**config.mk**
```make
export PLATFORM = sky130hd
export DESIGN_NAME = tnia_ctrl
export DESIGN_NICKNAME = d
export VERILOG_FILES = /design/src/sv/tnia_pkg.sv /design/src/sv/tnia_ctrl.sv
export SDC_FILE = /design/constraint.sdc
export NUM_CORES = 1
export LEC_CHECK = 0
export ABC_AREA = 1
export BUFFER_PORTS_ARGS = -buffer_cell sky130_fd_sc_hd__buf_4
export CORE_AREA = 5 5 42 44
export CTS_CLUSTER_SIZE = 8
export DETAILED_ROUTE_END_ITERATION = 7
export DIE_AREA = 0 0 47 49
export GPL_TIMING_DRIVEN = 0
export PLACE_DENSITY = 0.7
export SLEW_MARGIN = 40
export SYNTH_ARGS = -nofsm -noshare
export SYNTH_HDL_FRONTEND = slang
export SYNTH_SLANG_ARGS = --single-unit
```
**constraint.sdc**
```tcl
create_clock -name clk -period 1.8 [get_ports clk]
set_clock_uncertainty 0.15 [all_clocks]
set_input_delay 0.36 -clock clk [delete_from_list [all_inputs] [get_ports clk]]
set_output_delay 0.36 -clock clk [all_outputs]
set_load 0.02 [all_outputs]
```
**src/sv/tnia_pkg.sv**
```systemverilog
// ----------------------------------------------------------------------------
// tnia_pkg
// Shared sizes, codes and controller/datapath interface types for the
// trace noise interval accumulator.
// ----------------------------------------------------------------------------
package tnia_pkg;

  localparam int TRACE_DEPTH = 1024;
  localparam int MAX_CORES   = 8;
  localparam int MAX_NODES   = 16;

  localparam int IDX_W  = $clog2(TRACE_DEPTH);
  localparam int CORE_W = $clog2(MAX_CORES);
  localparam int NODE_W = $clog2(MAX_NODES);
  localparam int ADDR_W = CORE_W + IDX_W;
  localparam int PTR_W  = IDX_W + 1;
  localparam int TL_W   = 11;
  localparam int CPN_W  = 4;
  localparam int TGT_W  = 7;
  localparam int ENT_W  = 10;
  localparam int DW     = 64;
  localparam int CNT_W  = 7;
  localparam int IN_W   = 344;

  localparam logic [1:0] OP_EVENT  = 2'd0;
  localparam logic [1:0] OP_OFFSET = 2'd1;
  localparam logic [1:0] OP_QUERY  = 2'd2;

  localparam logic CFG_TRACE_LENGTH   = 1'b0;
  localparam logic CFG_CORES_PER_NODE = 1'b1;

  localparam logic [1:0] RD_LAST = 2'd0;
  localparam logic [1:0] RD_MID  = 2'd1;
  localparam logic [1:0] RD_LEAD = 2'd2;
  localparam logic [1:0] RD_WALK = 2'd3;

  typedef struct packed {
    logic       latch;
    logic       wr_event;
    logic       wr_offset;
    logic       div_id;
    logic       div_mod;
    logic       div_step;
    logic       id_done;
    logic       start_set;
    logic       bs_eval;
    logic       walk_init;
    logic       lead_eval;
    logic       walk_eval;
    logic       res_ok;
    logic       res_err;
    logic [1:0] rd_sel;
  } cmd_t;

  typedef struct packed {
    logic [1:0] op;
    logic       div_done;
    logic       span_err;
    logic       bs_more;
    logic       lead_any;
    logic       walk_more;
    logic       walk_hit;
    logic       out_free;
  } stat_t;

endpackage

```
**src/sv/tnia_ctrl.sv**
```systemverilog
// ----------------------------------------------------------------------------
// tnia_ctrl
// Sequencer for loads and queries: divider runs, binary search, overlap
// walk and result hand-off.
// ----------------------------------------------------------------------------
module tnia_ctrl (
  input  logic            clk,
  input  logic            rst,
  input  logic            s_tvalid,
  output logic            s_tready,
  input  tnia_pkg::stat_t stat,
  output tnia_pkg::cmd_t  cmd
);

  localparam logic [3:0] S_IDLE    = 4'd0;
  localparam logic [3:0] S_DECODE  = 4'd1;
  localparam logic [3:0] S_DIV_ID  = 4'd2;
  localparam logic [3:0] S_RD_LAST = 4'd3;
  localparam logic [3:0] S_SPAN    = 4'd4;
  localparam logic [3:0] S_DIV_MOD = 4'd5;
  localparam logic [3:0] S_BS_CHK  = 4'd6;
  localparam logic [3:0] S_BS_RD   = 4'd7;
  localparam logic [3:0] S_BS_EV   = 4'd8;
  localparam logic [3:0] S_LEAD_RD = 4'd9;
  localparam logic [3:0] S_LEAD_EV = 4'd10;
  localparam logic [3:0] S_WALK_CHK = 4'd11;
  localparam logic [3:0] S_WALK_RD = 4'd12;
  localparam logic [3:0] S_WALK_EV = 4'd13;
  localparam logic [3:0] S_DONE    = 4'd14;
  localparam logic [3:0] S_ERR     = 4'd15;

  logic [3:0] state, state_next;

  assign s_tready = (state == S_IDLE);

  always_ff @(posedge clk) begin
    if (rst) begin
      state <= S_IDLE;
    end else begin
      state <= state_next;
    end
  end

  always_comb begin
    state_next = state;
    cmd        = '0;
    cmd.rd_sel = tnia_pkg::RD_LAST;
    unique case (state)
      S_IDLE: begin
        if (s_tvalid) begin
          cmd.latch  = 1'b1;
          state_next = S_DECODE;
        end
      end
      S_DECODE: begin
        state_next = S_IDLE;
        unique case (stat.op)
          tnia_pkg::OP_EVENT:  cmd.wr_event = 1'b1;
          tnia_pkg::OP_OFFSET: cmd.wr_offset = 1'b1;
          tnia_pkg::OP_QUERY: begin
            cmd.div_id = 1'b1;
            state_next = S_DIV_ID;
          end
          default: state_next = S_IDLE;
        endcase
      end
      S_DIV_ID: begin
        if (stat.div_done) begin
          cmd.id_done = 1'b1;
          state_next  = S_RD_LAST;
        end else begin
          cmd.div_step = 1'b1;
        end
      end
      S_RD_LAST: begin
        cmd.rd_sel = tnia_pkg::RD_LAST;
        state_next = S_SPAN;
      end
      S_SPAN: begin
        if (stat.span_err) begin
          state_next = S_ERR;
        end else begin
          cmd.div_mod = 1'b1;
          state_next  = S_DIV_MOD;
        end
      end
      S_DIV_MOD: begin
        if (stat.div_done) begin
          cmd.start_set = 1'b1;
          state_next    = S_BS_CHK;
        end else begin
          cmd.div_step = 1'b1;
        end
      end
      S_BS_CHK: begin
        if (stat.bs_more) begin
          state_next = S_BS_RD;
        end else begin
          cmd.walk_init = 1'b1;
          state_next    = stat.lead_any ? S_LEAD_RD : S_WALK_CHK;
        end
      end
      S_BS_RD: begin
        cmd.rd_sel = tnia_pkg::RD_MID;
        state_next = S_BS_EV;
      end
      S_BS_EV: begin
        cmd.bs_eval = 1'b1;
        state_next  = S_BS_CHK;
      end
      S_LEAD_RD: begin
        cmd.rd_sel = tnia_pkg::RD_LEAD;
        state_next = S_LEAD_EV;
      end
      S_LEAD_EV: begin
        cmd.lead_eval = 1'b1;
        state_next    = S_WALK_CHK;
      end
      S_WALK_CHK: begin
        state_next = stat.walk_more ? S_WALK_RD : S_DONE;
      end
      S_WALK_RD: begin
        cmd.rd_sel = tnia_pkg::RD_WALK;
        state_next = S_WALK_EV;
      end
      S_WALK_EV: begin
        if (stat.walk_hit) begin
          cmd.walk_eval = 1'b1;
          state_next    = S_WALK_CHK;
        end else begin
          state_next = S_DONE;
        end
      end
      S_DONE: begin
        if (stat.out_free) begin
          cmd.res_ok = 1'b1;
          state_next = S_IDLE;
        end
      end
      S_ERR: begin
        if (stat.out_free) begin
          cmd.res_err = 1'b1;
          state_next  = S_IDLE;
        end
      end
      default: state_next = S_IDLE;
    endcase
  end

endmodule

```
==> reports/metrics.yaml <==
place:
  place_area_um2: 726
  dp_hpwl_mm: 1.34
  place.gp.congestion: 0.812
  port_buffers: 28
  placedCellCount: 148
die:
  die_h_um: 49
  pin_count: 29
  start_util_pct: 35.4
  core_region_area_um2: 1400
  fp-row-count: 14
  die_w_um: 47
  die-area_um2: 2300
global_route:
  grt-ovfl-total: 0
  grt_pass1_wl_mm: 2.62
  grt_pass1_vias: 685
  grt.total_usage_pct: 15.1
  antenna_found_initial: 0
  grt_max_degree: 7
drt:
  wire_per_inst_um: 11.2
  via_per_inst: 4.89
  drt_iter0_drc: 24
  ant_nets: 0
  vias: 748
  drc_errors: 0
  wl_mm: 1.71
  dr.pass1.iters: 4
cells_and_area:
  finalNonFillerCells: 153
  layout-drive-gt1-share_pct: 41.6
  largest_reg_flops: 4
  reg_top3: "state: 4 flops"
  synthToLayoutAreaGrowth_pct: 69.9
  antenna_cells: 0
  nets: 151
  utilization_pct: 60.1
  fin_area_um2: 842
  top_register: "state"
synth:
  syn-num-nets: 116
  synth_cell_types: 13
  synth_edf_count: 0
  ys_top_cells_by_count: "nand2_1, inv_1, nor2_1"
  syn_area_um2: 495
  yosysTopAreaCellShare_pct: 25.8
  synthFlopType: "dfxtp_1"
  syn_inst: 104
  ys_seq_area_share_pct: 16.2
  postSynth.asyncResetShare_pct: 0
  yosysMostFrequentCell: "nand2_1"
  yosysTopAreaCell: "nand2_1"
  synthTopCellsByArea: "nand2_1, inv_1, dfxtp_1"
  syn_area_per_cell_um2: 4.76
  ys_ff_latch: 4
  yosys_warnings: 0
worst_setup_path:
  cp_max_fo: 5
  crit_required_ns: 1.29
  worstReg2RegEnd: "state[0]"
  reg2reg_setup_slack_ns: 0.22
  reg2reg_from: "state[2]"
  startpoint_type: "flip-flop"
  crit_start: "state[1]"
  reg2regPathDepth: 8
  critPathKind: "reg2out"
  critPathCaptureType: "output pin"
  critPathArrivalTime_ns: 1.25
timing:
  relSlewSlack_pct: 83.6
  rsz0062_at_grt: "yes"
  max_freq_mhz: 568
  setup_viol: 0
  tightestPinTransition_ns: 0.245
  period_minus_slack_ns: 1.76
  finalHoldViolations: 0
  slew_viol_final: 0
  post-route-period-util_pct: 97.9
clock_network:
  clockBufferDepth: 2
  cts_num_sinks: 4
  clkTransAtPathRegs_ns: 0.04
  root_buffer: "clkbuf_4"
  worstSkewPairLatency_ns: 0.24
  cts_hold_buf: 0
  cts_buffers: 3
  htreeDepth: 1
  cts_tree: "done"
min_path:
  hold_start: "rst"
  hold_end: "state[1]"
  min_path_cells: 2
  min_path_type: "in2reg"
power_and_ir_drop:
  vdd_drop_max_mv: 0.335
  p_per_area_nw_per_um2: 487
  leakagePower_nw: 0.473
outcome:
  outcome: "completed"
flow_run:
  drv_cap: 0
-- cells by family after synthesis --
logic type	after synthesis	synth area share, %
AND/OR/NAND/NOR	70	57.8
buffers and inverters	22	16.7
AO/OA/AOI/OAI	8	9.34
flip-flops	4	16.2
-- worst max-delay path, stage by stage, from the launching register on --
cell     delay [ns]
dfxtp_2        0.35
inv_2          0.09
nand2_2        0.09
inv_2          0.09
nand2_2        0.07
nor3_2         0.17
buf_4          0.16
-- through the flow --
stage	power (mW)	hold WS, ns	setup slack (ns)	TNS [ns]
after CTS	0.393	0.136	-0.0615	-0.220
final	0.410	0.137	0.0384	0
after global placement	0.267	0.353	0.190	0
after detailed placement	0.270	0.364	0.191	0
after floorplan	0.203	0.279	0.159	0
after global routing	0.446	0.133	-0.0351	-0.0932
-- area by class of cell --
class	count	area, um2
Tap cell	16	20.0
Multi-Input combinational cell	78	400
Fill cell	143	559
Sequential cell	4	87.6
Timing Repair Buffer	30	229
Inverter	22	82.6
Clock buffer	3	22.5
-- how the worst max path moves through the flow --
stage | endpoint | slack (ns) | cells after the start
3_5_place_dp | cmd[10] | 0.19 | 6
6_report | cmd[13] | 0.04 | 6
5_1_grt | cmd[13] | -0.04 | 6
4_1_cts | cmd[1] | -0.06 | 5
2_1_floorplan | cmd[13] | 0.16 | 5
3_3_place_gp | cmd[5] | 0.19 | 5
-- power by group --
part | switching, mW | internal, mW
Combinational | 0.113 | 0.0740
Clock | 0.0360 | 0.0745
Sequential | 0.0157 | 0.0971
-- placed cells by master, fill, tap and decap left out --
master and count:
buf_6 1, clkbuf_4 3, a211oi_1 1, inv_1 18, nand4_1 1, a21oi_1 2
inv_2 4, nor3_1 4, nor2_4 3, nand3_1 4, nor3_2 4, dfxtp_4 1
a21oi_4 1, buf_4 29, nor2_1 18, nand2_2 7, nand3b_1 1, nand2_1 27
nor2_2 1, o21ai_0 3, o21ai_1 1, dfxtp_2 3
-- routing by layer --
layer	wire [um]	global-route usage, %	vias up
met5	0	0	-
met2	965	24.7	17
met3	66	2.58	2
met4	16	9.22	0
li1	-	-	386
met1	666	17.2	343
-- timing repair --
item / 4_1_cts / 5_1_grt
endpoints found under the setup margin: 7 / 17
buffers inserted: 0 / 2
gates resized for setup: 5 / 24
pin swaps: 0 / 3
Note: power is estimated with default switching activity, not from simulation.
